==> config.mk <==
export PLATFORM = sky130hd
export DESIGN_NAME = json_value_locator
export DESIGN_NICKNAME = d
export VERILOG_FILES = /design/src/hdl/jvl_pkg.sv /design/src/hdl/json_value_locator.sv /design/src/hdl/jvl_scan.sv
export SDC_FILE = /design/constraint.sdc
export NUM_CORES = 1
export LEC_CHECK = 0
export BUFFER_PORTS_ARGS = -buffer_cell sky130_fd_sc_hd__clkbuf_2
export CAP_MARGIN = 20
export CELL_PAD_IN_SITES_DETAIL_PLACEMENT = 0
export CELL_PAD_IN_SITES_GLOBAL_PLACEMENT = 2
export CORE_ASPECT_RATIO = 0.75
export CORE_MARGIN = 4
export CORE_UTILIZATION = 30
export CTS_CLUSTER_SIZE = 16
export DETAILED_ROUTE_END_ITERATION = 16
export MAX_ROUTING_LAYER = met4
export PLACE_DENSITY = 0.72
export SYNTH_ARGS = -nofsm -noshare
export SYNTH_HDL_FRONTEND = slang
export SYNTH_SLANG_ARGS = --single-unit
==> constraint.sdc <==
create_clock -name clk -period 6.8 [get_ports clk]
set_clock_uncertainty 0.1 [all_clocks]
set_input_delay 0.34 -clock clk [delete_from_list [all_inputs] [get_ports clk]]
set_output_delay 0.34 -clock clk [all_outputs]
set_load 0.05 [all_outputs]
==> src/hdl/jvl_pkg.sv <==
// Package for the JSON value locator: character codes, register indexes and shared types.
// Used by jvl_scan and json_value_locator; depends on nothing.
package jvl_pkg;

  localparam int unsigned KEY_WORDS     = 4;
  localparam int unsigned KEY_BITS      = KEY_WORDS * 64;
  localparam int unsigned CFG_IDX_BITS  = 3;
  localparam int unsigned CFG_DATA_BITS = 64;
  localparam int unsigned RES_OFF_BITS  = 16;

  localparam logic [7:0] CH_LCURLY    = 8'h7B;
  localparam logic [7:0] CH_RCURLY    = 8'h7D;
  localparam logic [7:0] CH_LSQUARE   = 8'h5B;
  localparam logic [7:0] CH_RSQUARE   = 8'h5D;
  localparam logic [7:0] CH_QUOTE     = 8'h22;
  localparam logic [7:0] CH_BACKSLASH = 8'h5C;
  localparam logic [7:0] CH_COLON     = 8'h3A;
  localparam logic [7:0] CH_COMMA     = 8'h2C;

  localparam logic [CFG_IDX_BITS-1:0] REG_SEARCH_MODE  = 3'd0;
  localparam logic [CFG_IDX_BITS-1:0] REG_KEY_LENGTH   = 3'd1;
  localparam logic [CFG_IDX_BITS-1:0] REG_KEY_BYTES_A  = 3'd2;
  localparam logic [CFG_IDX_BITS-1:0] REG_KEY_BYTES_B  = 3'd3;
  localparam logic [CFG_IDX_BITS-1:0] REG_KEY_BYTES_C  = 3'd4;
  localparam logic [CFG_IDX_BITS-1:0] REG_KEY_BYTES_D  = 3'd5;
  localparam logic [CFG_IDX_BITS-1:0] REG_TARGET_INDEX = 3'd6;

  localparam logic MODE_KEY   = 1'b0;
  localparam logic MODE_INDEX = 1'b1;

  typedef struct packed {
    logic                search_mode;
    logic [5:0]          key_length;
    logic [KEY_BITS-1:0] key;
    logic [15:0]         target_index;
  } cfg_t;

  typedef struct packed {
    logic                    valid;
    logic                    found;
    logic [RES_OFF_BITS-1:0] offset;
  } res_t;

endpackage

==> src/hdl/json_value_locator.sv <==
// Top level of the JSON value locator: stream ports, configuration registers, input and
// result registers around the jvl_scan core. Depends on jvl_pkg and jvl_scan.
//
// Channel  Direction  Handshake           Payload
// in_      slave      in_tvalid/tready    tdata: text_byte; tuser: search_start
// out_     master     out_tvalid/tready   tdata: value_offset; tuser: found
// cfg_     write      cfg_we              cfg_index, cfg_wdata
//
// One byte per cycle while no result is stalled: a byte waits in the input register and its result, if any,
// is written to the result register as the byte leaves it; the scan core updates all state in that cycle.
// out_tvalid comes from the result register, so a result passes the input register and then the result register.
// Reset is synchronous and active low; it leaves the block idle until a start byte.
// A stalled result holds the input register, which then holds in_tready low.
module json_value_locator import jvl_pkg::*; #(
  parameter int unsigned MAX_KEY_BYTES = 32,
  parameter int unsigned DEPTH_BITS    = 8,
  parameter int unsigned OFFSET_BITS   = 16
) (
  input  logic                     clk,
  input  logic                     rst_n,
  input  logic                     in_tvalid,
  output logic                     in_tready,
  input  logic [7:0]               in_tdata,   // [7:0] text_byte
  input  logic                     in_tuser,   // [0] search_start
  output logic                     out_tvalid,
  input  logic                     out_tready,
  output logic [15:0]              out_tdata,  // [15:0] value_offset
  output logic                     out_tuser,  // [0] found
  input  logic                     cfg_we,
  input  logic [CFG_IDX_BITS-1:0]  cfg_index,
  input  logic [CFG_DATA_BITS-1:0] cfg_wdata
);

  cfg_t       cfg_r;
  logic       in_vld_r, in_vld_nxt;
  logic [7:0] in_byte_r;
  logic       in_start_r;
  logic       out_vld_r, out_vld_nxt;
  logic       out_found_r;
  logic [15:0] out_off_r;
  logic       go;
  logic       in_xfer;
  res_t       res;

  always_ff @(posedge clk) begin
    if (!rst_n) begin
      cfg_r <= '0;
    end else if (cfg_we) begin
      case (cfg_index)
        REG_SEARCH_MODE:  cfg_r.search_mode  <= cfg_wdata[0];
        REG_KEY_LENGTH:   cfg_r.key_length   <= cfg_wdata[5:0];
        REG_KEY_BYTES_A:  cfg_r.key[63:0]    <= cfg_wdata;
        REG_KEY_BYTES_B:  cfg_r.key[127:64]  <= cfg_wdata;
        REG_KEY_BYTES_C:  cfg_r.key[191:128] <= cfg_wdata;
        REG_KEY_BYTES_D:  cfg_r.key[255:192] <= cfg_wdata;
        REG_TARGET_INDEX: cfg_r.target_index <= cfg_wdata[15:0];
        default: ;
      endcase
    end
  end

  assign go        = in_vld_r && (!out_vld_r || out_tready);
  assign in_tready = !in_vld_r || go;
  assign in_xfer   = in_tvalid && in_tready;

  always_comb begin
    in_vld_nxt = in_vld_r;
    if (in_xfer) in_vld_nxt = 1'b1;
    else if (go) in_vld_nxt = 1'b0;

    out_vld_nxt = out_vld_r;
    if (go) out_vld_nxt = res.valid;
    else if (out_tready) out_vld_nxt = 1'b0;
  end

  always_ff @(posedge clk) begin
    if (!rst_n) begin
      in_vld_r  <= 1'b0;
      out_vld_r <= 1'b0;
    end else begin
      in_vld_r  <= in_vld_nxt;
      out_vld_r <= out_vld_nxt;
    end
  end

  always_ff @(posedge clk) begin
    if (in_xfer) begin
      in_byte_r  <= in_tdata;
      in_start_r <= in_tuser;
    end
    if (go && res.valid) begin
      out_found_r <= res.found;
      out_off_r   <= res.offset;
    end
  end

  jvl_scan #(
    .MAX_KEY_BYTES (MAX_KEY_BYTES),
    .DEPTH_BITS    (DEPTH_BITS),
    .OFFSET_BITS   (OFFSET_BITS)
  ) u_scan (
    .clk          (clk),
    .rst_n        (rst_n),
    .en           (go),
    .text_byte    (in_byte_r),
    .search_start (in_start_r),
    .cfg          (cfg_r),
    .res          (res)
  );

  assign out_tvalid = out_vld_r;
  assign out_tdata  = out_off_r;
  assign out_tuser  = out_found_r;

  a_reset_idle: assert property (@(posedge clk) !rst_n |=> !out_tvalid && !in_vld_r)
    else $error("block not idle after reset");

  a_notfound_zero: assert property (@(posedge clk) disable iff (!rst_n)
    out_tvalid && !out_tuser |-> out_tdata == 16'd0)
    else $error("not-found result with non-zero offset");

  a_stall_cause: assert property (@(posedge clk) disable iff (!rst_n)
    !in_tready |-> in_vld_r && out_vld_r && !out_tready)
    else $error("input stalled without a waiting result");

endmodule

==> src/hdl/jvl_scan.sv <==
// Scan core of the JSON value locator: nesting, string and key-match state, one byte per enable.
// Depends on jvl_pkg; the result it gives is combinational and is registered by the top level.
module jvl_scan import jvl_pkg::*; #(
  parameter int unsigned MAX_KEY_BYTES = 32,
  parameter int unsigned DEPTH_BITS    = 8,
  parameter int unsigned OFFSET_BITS   = 16
) (
  input  logic       clk,
  input  logic       rst_n,
  input  logic       en,
  input  logic [7:0] text_byte,
  input  logic       search_start,
  input  cfg_t       cfg,
  output res_t       res
);

  localparam logic [5:0] MaxKey = 6'(MAX_KEY_BYTES);

  logic [DEPTH_BITS-1:0]  curly_r, curly_nxt;
  logic [DEPTH_BITS-1:0]  square_r, square_nxt;
  logic                   str_r, str_nxt;
  logic [7:0]             prev_r, prev_nxt;
  logic [OFFSET_BITS-1:0] pos_r, pos_nxt;
  logic                   mact_r, mact_nxt;
  logic [5:0]             mprog_r, mprog_nxt;
  logic                   colon_seen_r, colon_seen_nxt;
  logic [OFFSET_BITS-1:0] colon_off_r, colon_off_nxt;
  logic [15:0]            commas_r, commas_nxt;
  logic                   fin_r, fin_nxt;

  logic [5:0]                   klen;
  logic [OFFSET_BITS-1:0]       next_pos;
  logic [OFFSET_BITS-1:0]       hit_off;
  logic [OFFSET_BITS+15:0]      off_ext;
  logic                         hit;
  logic                         run;
  logic                         is_brk;
  logic [7:0]                   kbyte;

  function automatic logic [4:0] mprog_nxt_base(input logic [5:0] p, input logic s);
    mprog_nxt_base = s ? 5'd0 : p[4:0];
  endfunction

  assign klen  = (cfg.key_length > MaxKey) ? MaxKey : cfg.key_length;
  assign kbyte = cfg.key[{mprog_nxt_base(mprog_r, search_start), 3'b000} +: 8];

  always_comb begin
    curly_nxt      = curly_r;
    square_nxt     = square_r;
    str_nxt        = str_r;
    prev_nxt       = prev_r;
    pos_nxt        = pos_r;
    mact_nxt       = mact_r;
    mprog_nxt      = mprog_r;
    colon_seen_nxt = colon_seen_r;
    colon_off_nxt  = colon_off_r;
    commas_nxt     = commas_r;
    fin_nxt        = fin_r;
    hit            = 1'b0;
    hit_off        = '0;
    run            = 1'b0;
    next_pos       = '0;
    is_brk         = 1'b0;
    off_ext        = '0;
    res            = '0;

    if (search_start) begin
      curly_nxt      = '0;
      square_nxt     = '0;
      str_nxt        = 1'b0;
      prev_nxt       = 8'd0;
      pos_nxt        = '0;
      mact_nxt       = 1'b0;
      mprog_nxt      = 6'd0;
      colon_seen_nxt = 1'b0;
      colon_off_nxt  = '0;
      commas_nxt     = cfg.target_index;
      fin_nxt        = 1'b0;
      if (cfg.search_mode == MODE_INDEX && cfg.target_index == 16'd0) begin
        fin_nxt    = 1'b1;
        res.valid  = 1'b1;
        res.found  = 1'b1;
        res.offset = 16'd1;
      end else begin
        run = 1'b1;
      end
    end else begin
      run = !fin_r;
    end

    if (run) begin
      next_pos = pos_nxt + 1'b1;
      is_brk   = text_byte == CH_LCURLY || text_byte == CH_RCURLY ||
                 text_byte == CH_LSQUARE || text_byte == CH_RSQUARE;

      if (cfg.search_mode == MODE_KEY) begin
        if (mact_nxt) begin
          if (text_byte == CH_COLON && !colon_seen_nxt) begin
            colon_seen_nxt = 1'b1;
            colon_off_nxt  = next_pos;
          end
          if (mprog_nxt < klen) begin
            if (text_byte == kbyte) mprog_nxt = mprog_nxt + 6'd1;
            else mact_nxt = 1'b0;
          end else if (mprog_nxt == klen) begin
            if (text_byte == CH_QUOTE) mprog_nxt = mprog_nxt + 6'd1;
            else mact_nxt = 1'b0;
          end else begin
            mact_nxt = 1'b0;
            if (text_byte == CH_COLON) begin
              hit     = 1'b1;
              hit_off = colon_seen_nxt ? colon_off_nxt : next_pos;
            end
          end
        end
        if (!str_nxt) begin
          if (is_brk) begin
            case (text_byte)
              CH_LCURLY:  curly_nxt  = curly_nxt + 1'b1;
              CH_RCURLY:  curly_nxt  = curly_nxt - 1'b1;
              CH_LSQUARE: square_nxt = square_nxt + 1'b1;
              default:    square_nxt = square_nxt - 1'b1;
            endcase
          end else if (curly_nxt == DEPTH_BITS'(1) && text_byte == CH_QUOTE && !hit) begin
            mact_nxt       = 1'b1;
            mprog_nxt      = 6'd0;
            colon_seen_nxt = 1'b0;
            colon_off_nxt  = '0;
          end
        end
      end else begin
        if (!str_nxt) begin
          if (is_brk) begin
            case (text_byte)
              CH_LCURLY:  curly_nxt  = curly_nxt + 1'b1;
              CH_RCURLY:  curly_nxt  = curly_nxt - 1'b1;
              CH_LSQUARE: square_nxt = square_nxt + 1'b1;
              default:    square_nxt = square_nxt - 1'b1;
            endcase
          end else if (text_byte == CH_COMMA && curly_nxt == '0 &&
                       square_nxt == DEPTH_BITS'(1)) begin
            commas_nxt = commas_nxt - 16'd1;
            if (commas_nxt == 16'd0) begin
              hit     = 1'b1;
              hit_off = next_pos;
            end
          end
        end
      end

      if (text_byte == CH_QUOTE && prev_nxt != CH_BACKSLASH) str_nxt = !str_nxt;
      prev_nxt = text_byte;
      pos_nxt  = next_pos;

      off_ext = {16'd0, hit_off};
      if (hit) begin
        fin_nxt    = 1'b1;
        res.valid  = 1'b1;
        res.found  = 1'b1;
        res.offset = off_ext[RES_OFF_BITS-1:0];
      end else if ((cfg.search_mode == MODE_KEY ? curly_nxt : square_nxt) == '0) begin
        fin_nxt   = 1'b1;
        res.valid = 1'b1;
      end
    end

    if (!en) res = '0;
  end

  always_ff @(posedge clk) begin
    if (!rst_n) begin
      curly_r      <= '0;
      square_r     <= '0;
      str_r        <= 1'b0;
      prev_r       <= 8'd0;
      pos_r        <= '0;
      mact_r       <= 1'b0;
      mprog_r      <= 6'd0;
      colon_seen_r <= 1'b0;
      colon_off_r  <= '0;
      commas_r     <= 16'd0;
      fin_r        <= 1'b1;
    end else if (en) begin
      curly_r      <= curly_nxt;
      square_r     <= square_nxt;
      str_r        <= str_nxt;
      prev_r       <= prev_nxt;
      pos_r        <= pos_nxt;
      mact_r       <= mact_nxt;
      mprog_r      <= mprog_nxt;
      colon_seen_r <= colon_seen_nxt;
      colon_off_r  <= colon_off_nxt;
      commas_r     <= commas_nxt;
      fin_r        <= fin_nxt;
    end
  end

  // A partial key match never runs past the key length and its closing quote.
  a_mprog_bound: assert property (@(posedge clk) disable iff (!rst_n)
    mact_r |-> mprog_r <= MaxKey + 6'd1)
    else $error("key match progress out of range");

  // Any result finishes the search, so the next byte without a start flag is ignored.
  a_res_finishes: assert property (@(posedge clk) disable iff (!rst_n)
    res.valid |=> fin_r)
    else $error("search still running after a result");

  // With no search running, a byte without a start flag gives no result.
  a_idle_quiet: assert property (@(posedge clk) disable iff (!rst_n)
    fin_r && !search_start |-> !res.valid)
    else $error("result while no search is running");

endmodule
==> results.cfg, run 1 <==
[job]
cap_violations = 0

[sta]
fin_crit_sh_pct = 76.7
rsz0062_at_grt = no
worst_slew_pin_slew_ps = 1110
finalCriticalPeriod_ps = 5220
setup_violations = 0
tns_ps = 0
timing.fmax_mhz = 192
maxSlewHeadroom_pct = 25.2
hold_ws_ps = 17.6
drv_slew = 0
finalHoldViolations = 0

[routing]
drt_first_pass_iters = 5
ant_nets = 0
via_per_inst = 5.44
vias = 19241
wl_per_cell_um = 22.4
drt-initial-drc-count = 1763
wl_um = 79300
drc_errors = 0

[power]
max-vdd-ir-drop_uv = 165
swShare_pct = 26.4
power.density_nw_per_um2 = 236
p_comb_share_pct = 9.0
switching_power_mw = 1.45
leakage_nw = 7.67
power_frac_seq_pct = 43.6
total_power_mw = 5.50
intPower_mw = 4.05
clockPowerShare_pct = 47.4

[clocking]
post_cts_resized = 0
holdBufCountCts = 68
postCtsSetupBuffers = 0
htree_levels = 2
tritoncts = yes
worstSkewPairLatency_ps = 600
cts_buffer_depth = 3
cts_root_buffer = clkbuf_16
cts_made_buffers = 46
path_clk_slew_ps = 70
cts.sinks = 389

[placement]
gp_congestion = 0.880
portBuffers = 99
postPlaceCellArea_um2 = 21000
hpwl_um = 53300

[cells_and_area]
fin_util_pct = 35.5
final_nets = 2720
area_growth_pct = 16.6
drive_above_1_share_pct = 10.9
design_area_um2 = 23200

[run_status]
status = finished clean

[setup_path]
cp_top_family = simple AND/OR/NAND/NOR gates
slowest_stage = edfxtp_1
crit_path_start_kind = flip-flop
crit_top_cell = nand2_1
crit_fanout = 29
cp_data_required_time_ps = 6910
cp_slowest_stage_delay_ps = 910
cp_cell_sequence = nand2b_1 > inv_1 > buf_4 > ha_1 > o21a_1 > o21ai_0 > a21oi_1 > nand2_1 > or4_1 > nand2_1 > a2111o_1 > and2_1
worstSetupPathType = reg2reg
crit_arrival_ps = 5330
end_kind = flip-flop
crit_buf_inv = 2

[grt]
overflow = 0
grt_start_max_net_pins = 173
grt_use_total_pct = 22.3
grt_pass1_wl_um = 118000
antenna_found_initial = 3
grt_pass1_vias = 17739

[floorplanning]
dieArea_um2 = 70700
start_util_pct = 30.5
rows = 81
die_h_um = 231
die_w_um = 306
boundaryPins = 100
core-area_um2 = 65500

[synthesis]
synth_most_common_cell = nand2_1
ys_ff_latch = 389
yosysSeqAreaShare_pct = 40.4
syn_area_um2 = 19900
synth_flop_cell = dfxtp_1
synth_warnings = 0
synth_top_area_share_pct = 36.4
syn-mean-instance-area_um2 = 7.73
async_flop_share_pct = 0
synth_cells = 2581
yosysTopAreaCell = dfxtp_1
synth-edff-count = 26
ys_types = 89
syn_nets = 2676
synthTopCellsByCount = 661 x nand2_1, 373 x a21oi_1, 363 x dfxtp_1, 162 x nor2_1, 154 x clkbuf_1
synth.area.top_cells = dfxtp_1 36%, nand2_1 12%, a21oi_1 9.4%

[min_path]
hold_path_class = in2reg
-- worst register-to-register path, stage by stage, from the launching register on --
cell,delay (ps)
edfxtp_1,910
nand2b_1,530
inv_1,80
buf_4,260
ha_1,350
o21a_1,110
o21ai_0,100
a21oi_1,360
nand2_1,180
or4_1,730
nand2_1,220
a2111o_1,210
and2_1,680
-- registers in the layout, indices dropped and copies added (netlist names), 8 cells and up --
name                count
cfg_r                 279
u_scan.colon_off_r     16
u_scan.prev_r           8
out_tdata              16
u_scan.pos_r           16
u_scan.commas_r        16
u_scan.square_r         8
u_scan.curly_r          8
in_byte_r               8
-- final timing paths --
check / from / to / slack (ps) / cells after the start
setup / recovery: in_start_r$_DFFE_PP_ / out_tdata[14]$_SDFFCE_PN0P_ / 1580 / 12
hold / removal: cfg_wdata[29] / cfg_r[173]$_SDFFE_PN0P_ / 20 / 3
setup reg to reg: in_start_r$_DFFE_PP_ / out_tdata[14]$_SDFFCE_PN0P_ / 1580 / 12
hold reg to reg: cfg_r[32]$_SDFFE_PN0P_ / cfg_r[32]$_SDFFE_PN0P_ / 350 / 2
-- per-stage QoR --
| step | cells | setup slack (ps) |
|---|---|---|
| finish | 3534 | 1580 |
| global route | 3533 | 1180 |
| CTS | 3530 | 1560 |
| detailed placement | 3379 | 1610 |
| global placement | 3379 | 1740 |
| floorplan | 2581 | 2030 |
-- cell type report --
type	instances	area (µm²)
clock inverter	23	327
sequential	389	8060
multi-input combinational	1966	11000
antenna	3	7.51
inverter	22	90.1
clock buffer	60	1240
timing repair buffer	200	1470
tap	871	1090
fill	6881	42200
-- cell families after synthesis --
group                      count (synthesis)  synth area share, %
muxes                                     95                 6.04
buffers and inverters                    226                 4.83
and+or+nand+nor                         1131                 25.3
adders and majority gates                 14                0.879
xor gates and xnor gates                  48                 2.11
DFF                                      389                 40.4
AOI/OAI and AO/OA                        678                 20.5
-- routing by layer --
layer / global-route usage, % / routed length [µm] / vias up
met4: 4.90 / 1590 / 0
met1: 34.9 / 41000 / 9447
met2: 29.3 / 31300 / 605
li1: - / - / 9105
met5: - / 0 / -
met3: 3.88 / 5400 / 84
-- layout by cell type, fill, tap and decap left out, drive strengths merged, types with 14 or more instances in the layout --
cell type and n:
a31oi 16, nor2 162, nor2b 29, clkinv 14, and3 14, nand3 51, dfxtp 363, xnor2 24
inv 21, clkbuf 159, a21oi 374, mux2i 63, a22oi 38, nand2 662, mux4 19, nand4 17
nor4 22, buf 33, or2 22, xor2 24, dlygate4sd3 68, o21ai 89, ha 14, edfxtp 26
nand2b 28, nor3 52
-- power by group through the flow --
stage	Sequential [mW]	Combinational [mW]	Clock [mW]
floorplan	2.42	0.287	0
global placement	2.45	0.451	0
detailed placement	2.45	0.454	0
CTS	2.40	0.488	2.66
global route	2.40	0.534	2.74
finish	2.40	0.492	2.61
No activity file was read; power rests on OpenSTA's default activity.
==> inputs of run 2 (changes only) <==
==> constraint.sdc (replaced) <==
create_clock -name clk -period 5.1 [get_ports clk]
set_clock_uncertainty 0.1 [all_clocks]
set_input_delay 0.255 -clock clk [delete_from_list [all_inputs] [get_ports clk]]
set_output_delay 0.255 -clock clk [all_outputs]
set_load 0.05 [all_outputs]
==> results.cfg, run 2 (synthesis gave the netlist of run 1 again) <==
[cells_and_area]
stdcell_count = 3557
layout_common_cells = 660 x nand2_1, 373 x a21oi_1, 361 x dfxtp_1
area_growth_pct = 17.4
multiInputGateArea_um2 = 11000
fin_util_pct = 35.7
final_nets = 2746
nFillCells = 6951
design_area_um2 = 23400
drive_above_1_share_pct = 11.3
largest_register = cfg_r
seqCellArea_um2 = 8060
largest_reg_flops = 279
layout_commonest_cell = nand2_1

[clocking]
cts_made_buffers = 45
path_clk_slew_ps = 60
holdBufCountCts = 75
tritoncts = yes
cts_buffer_depth = 3
cts_root_buffer = clkbuf_16
cts.sinks = 389
post_cts_resized = 0
htree_levels = 2
postCtsSetupBuffers = 0
worstSkewPairLatency_ps = 620

[grt]
grt_pass1_wl_um = 120000
grt_use_total_pct = 22.6
overflow = 0
grt_pass1_vias = 18141
met1_usage_pct = 34.1
grt_start_max_net_pins = 141
antenna_found_initial = 2
use_met3_pct = 5.25
busiest_layer = met1
grt.met2_usage_pct = 30.1

[floorplanning]
die_w_um = 306
rows = 81
core-area_um2 = 65500
dieArea_um2 = 70700
die_h_um = 231
start_util_pct = 30.5
boundaryPins = 100

[power]
total_power_mw = 7.19
max-vdd-ir-drop_uv = 214
leakage_nw = 7.76
power.density_nw_per_um2 = 307

[routing]
drt-initial-drc-count = 1736
via_per_inst = 5.47
wl_per_cell_um = 22.4
drc_errors = 0
vias = 19447
drt_first_pass_iters = 5
ant_nets = 0
wl_um = 79800

[job]
cap_violations = 0

[setup_path]
worstSetupPathType = reg2reg
end_kind = flip-flop
cp_data_required_time_ps = 5270
crit_fanout = 71
crit_arrival_ps = 4480
crit_path_start_kind = flip-flop
rrSetupSlack_ps = 790

[sta]
fin_ws_ps = 791
timing.fmax_mhz = 232
tns_ps = 0
setup_violations = 0
finalHoldViolations = 0
rsz0062_at_grt = no
worst_slew_pin_slew_ps = 1100
maxSlewHeadroom_pct = 26.3
finalCriticalPeriod_ps = 4310
hold_ws_ps = 79.8
drv_slew = 0
fin_crit_sh_pct = 84.5

[placement]
dp_slack_ps = 733
portBuffers = 99
hpwl_um = 53700
postPlaceCellArea_um2 = 21100
placed_cells = 3399
gp_congestion = 0.877

[min_path]
hold_path_class = in2reg

[run_status]
status = finished clean
## run 2: cell count changes in the layout (fill, tap and decap cells not counted), moves of 2 or more
cell,change
buf_12,+2
bufinv_16,-3
clkbuf_1,+4
buf_4,+19
clkinv_4,-2
dlygate4sd3_1,+7
clkinv_2,-3
clkinvlp_4,-2
## run 2: where the power goes
| group | switching [mW] | internal [mW] | total [mW] |
|---|---|---|---|
| clock network | 1.39 | 1.93 | 3.32 |
| logic | 0.464 | 0.228 | 0.692 |
| registers | 0.0474 | 3.13 | 3.18 |
## run 2: area by class of cell
type / count / share of cell area [%]
diodes: 2 / 0.0214
clock buffers: 66 / 5.54
clock inverters: 14 / 0.866
inverters: 22 / 0.385
multi-input cells: 1966 / 46.9
flip-flops and latches: 389 / 34.4
well taps: 871 / 4.66
repair buffers: 227 / 7.24
## run 2: path summary, 6_finish.rpt
path / from / endpoint / cells past startpoint
min: cfg_index[1] / cfg_r[278]$_SDFFE_PN0P_ / 4
min reg2reg: cfg_r[161]$_SDFFE_PN0P_ / cfg_r[161]$_SDFFE_PN0P_ / 2
max reg2reg: in_start_r$_DFFE_PP_ / out_tdata[7]$_SDFFCE_PN0P_ / 14
max: in_start_r$_DFFE_PP_ / out_tdata[7]$_SDFFCE_PN0P_ / 14
## run 2: per-layer routing
layer | routed length (µm) | share of wire, %
met2 | 31300 | 39
met1 | 40100 | 50
met3 | 6620 | 8.3
met5 | 0 | 0
met4 | 1800 | 2.3
## run 2: worst max-delay path, cell delays in order, from the launching register on
cell and delay, ps:
edfxtp_1 570, buf_12 300, nor2b_1 180, inv_1 180, ha_1 230, nor2b_1 120, o21a_1 110, o21ai_0 100
a21oi_1 330, nand2_1 160, or4_1 770, nand2_1 210, a2111o_1 190, and2_1 150, buf_4 250
==> inputs of run 3 (changes only) <==
==> constraint.sdc (replaced) <==
create_clock -name clk -period 4.2 [get_ports clk]
set_clock_uncertainty 0.1 [all_clocks]
set_input_delay 0.21 -clock clk [delete_from_list [all_inputs] [get_ports clk]]
set_output_delay 0.21 -clock clk [all_outputs]
set_load 0.05 [all_outputs]
==> results.cfg, run 3 (synthesis gave the netlist of run 1 again) <==
[run_status]
status = finished clean

[cells_and_area]
design_area_um2 = 23500
area_growth_pct = 18.1
layout_common_cells = 660 x nand2_1, 373 x a21oi_1, 361 x dfxtp_1
nFillCells = 6985
drive_above_1_share_pct = 12.2
largest_register = cfg_r
layout_commonest_cell = nand2_1
final_nets = 2769
seqCellArea_um2 = 8060
largest_reg_flops = 279
multiInputGateArea_um2 = 11000

[placement]
gp_congestion = 0.898
hpwl_um = 53400
portBuffers = 99
postPlaceCellArea_um2 = 21400

[setup_path]
worstSetupPathType = reg2reg
crit_path_start_kind = flip-flop
crit_fanout = 31
r2r_end = u_scan.mprog_r[1]$_SDFFE_PN0P_
end_kind = flip-flop
r2r_cells = 11
cp_data_required_time_ps = 4560
crit_arrival_ps = 4290
rrSetupSlack_ps = 280
startpoint = in_start_r$_DFFE_PP_
rr_startpoint = in_start_r$_DFFE_PP_
endpoint = u_scan.mprog_r[1]$_SDFFE_PN0P_

[grt]
overflow = 0
antenna_found_initial = 2
grt_start_max_net_pins = 107
grt_pass1_vias = 18049
grt_pass1_wl_um = 119000
grt_use_total_pct = 22.4

[floorplanning]
die_w_um = 306
core-area_um2 = 65500
boundaryPins = 100
die_h_um = 231
rows = 81
start_util_pct = 30.5
dieArea_um2 = 70700

[clocking]
path_clk_slew_ps = 60
cts_root_buffer = clkbuf_16
htree_levels = 2
tritoncts = yes
cts_made_buffers = 44
holdBufCountCts = 75
cts.sinks = 389
postCtsSetupBuffers = 0
post_cts_resized = 0
cts_buffer_depth = 3
worstSkewPairLatency_ps = 600

[routing]
drt-initial-drc-count = 1908
drc_errors = 0
drt_first_pass_iters = 6
ant_nets = 0
wl_um = 79000
vias = 19481
via_per_inst = 5.44
wl_per_cell_um = 22.1

[power]
power.density_nw_per_um2 = 367
leakage_nw = 7.87
max-vdd-ir-drop_uv = 255

[sta]
rsz0062_at_grt = no
worst_slew_pin_slew_ps = 1100
drv_slew = 0
timing.fmax_mhz = 255
finalCriticalPeriod_ps = 3920
fin_crit_sh_pct = 93.4
finalHoldViolations = 0
setup_violations = 0
tns_ps = 0
maxSlewHeadroom_pct = 27.0

[job]
cap_violations = 0

[min_path]
hold_path_class = in2reg
worstHoldStart = cfg_index[1]
[run 3: how the worst min path moves through the flow]
| stage | end | depth (start not counted) |
|---|---|---|
| after floorplan | in_byte_r[0]$_DFFE_PP_ | 0 |
| after global placement | in_byte_r[5]$_DFFE_PP_ | 1 |
| after detailed placement | in_byte_r[4]$_DFFE_PP_ | 1 |
| after CTS | cfg_r[278]$_SDFFE_PN0P_ | 4 |
| after global routing | cfg_r[278]$_SDFFE_PN0P_ | 4 |
| final | cfg_r[278]$_SDFFE_PN0P_ | 4 |
[run 3: per-stage QoR]
stage	setup WS (ps)	power, mW	utilization, %	hold WS [ps]	instances
2_1_floorplan	30.4	4.39	-	209	2581
3_3_place_gp	464	4.72	32.6	289	3424
3_5_place_dp	364	4.73	32.6	289	3424
4_1_cts	352	8.75	36.0	32.4	3579
5_1_grt	84.9	8.97	36.0	95.8	3580
6_report	278	8.65	36.0	73.2	3581
[run 3: cell type report]
class	count	area share [%]
Antenna cell	2	0.0213
Multi-Input combinational cell	1966	46.6
Clock inverter	25	1.13
Clock buffer	55	4.94
Sequential cell	389	34.2
Inverter	22	0.383
Timing Repair Buffer	251	8.12
Tap cell	871	4.63
[run 3: routing by layer]
| layer | vias to the layer above | wire (µm) | global-route usage, % |
|---|---|---|---|
| met4 | 0 | 1310 | 4.36 |
| met5 | - | 0 | - |
| met3 | 87 | 6500 | 4.94 |
| li1 | 9205 | - | - |
| met2 | 672 | 31600 | 30.4 |
| met1 | 9517 | 39600 | 33.7 |
[run 3: where the power goes]
| part | internal (mW) | switching [mW] |
|---|---|---|
| clock | 2.23 | 1.70 |
| combinational | 0.291 | 0.560 |
| sequential | 3.80 | 0.0608 |
| total | 6.32 | 2.32 |
[run 3: worst max-delay path, stage by stage (launching register included)]
cell	delay (ps)
edfxtp_1	470
buf_12	210
buf_12	170
o21ba_4	550
nor2_1	70
a2111oi_0	630
a2111oi_0	200
o41ai_1	290
o211ai_1	180
nor2_1	460
a2111oi_1	160
a211o_1	290
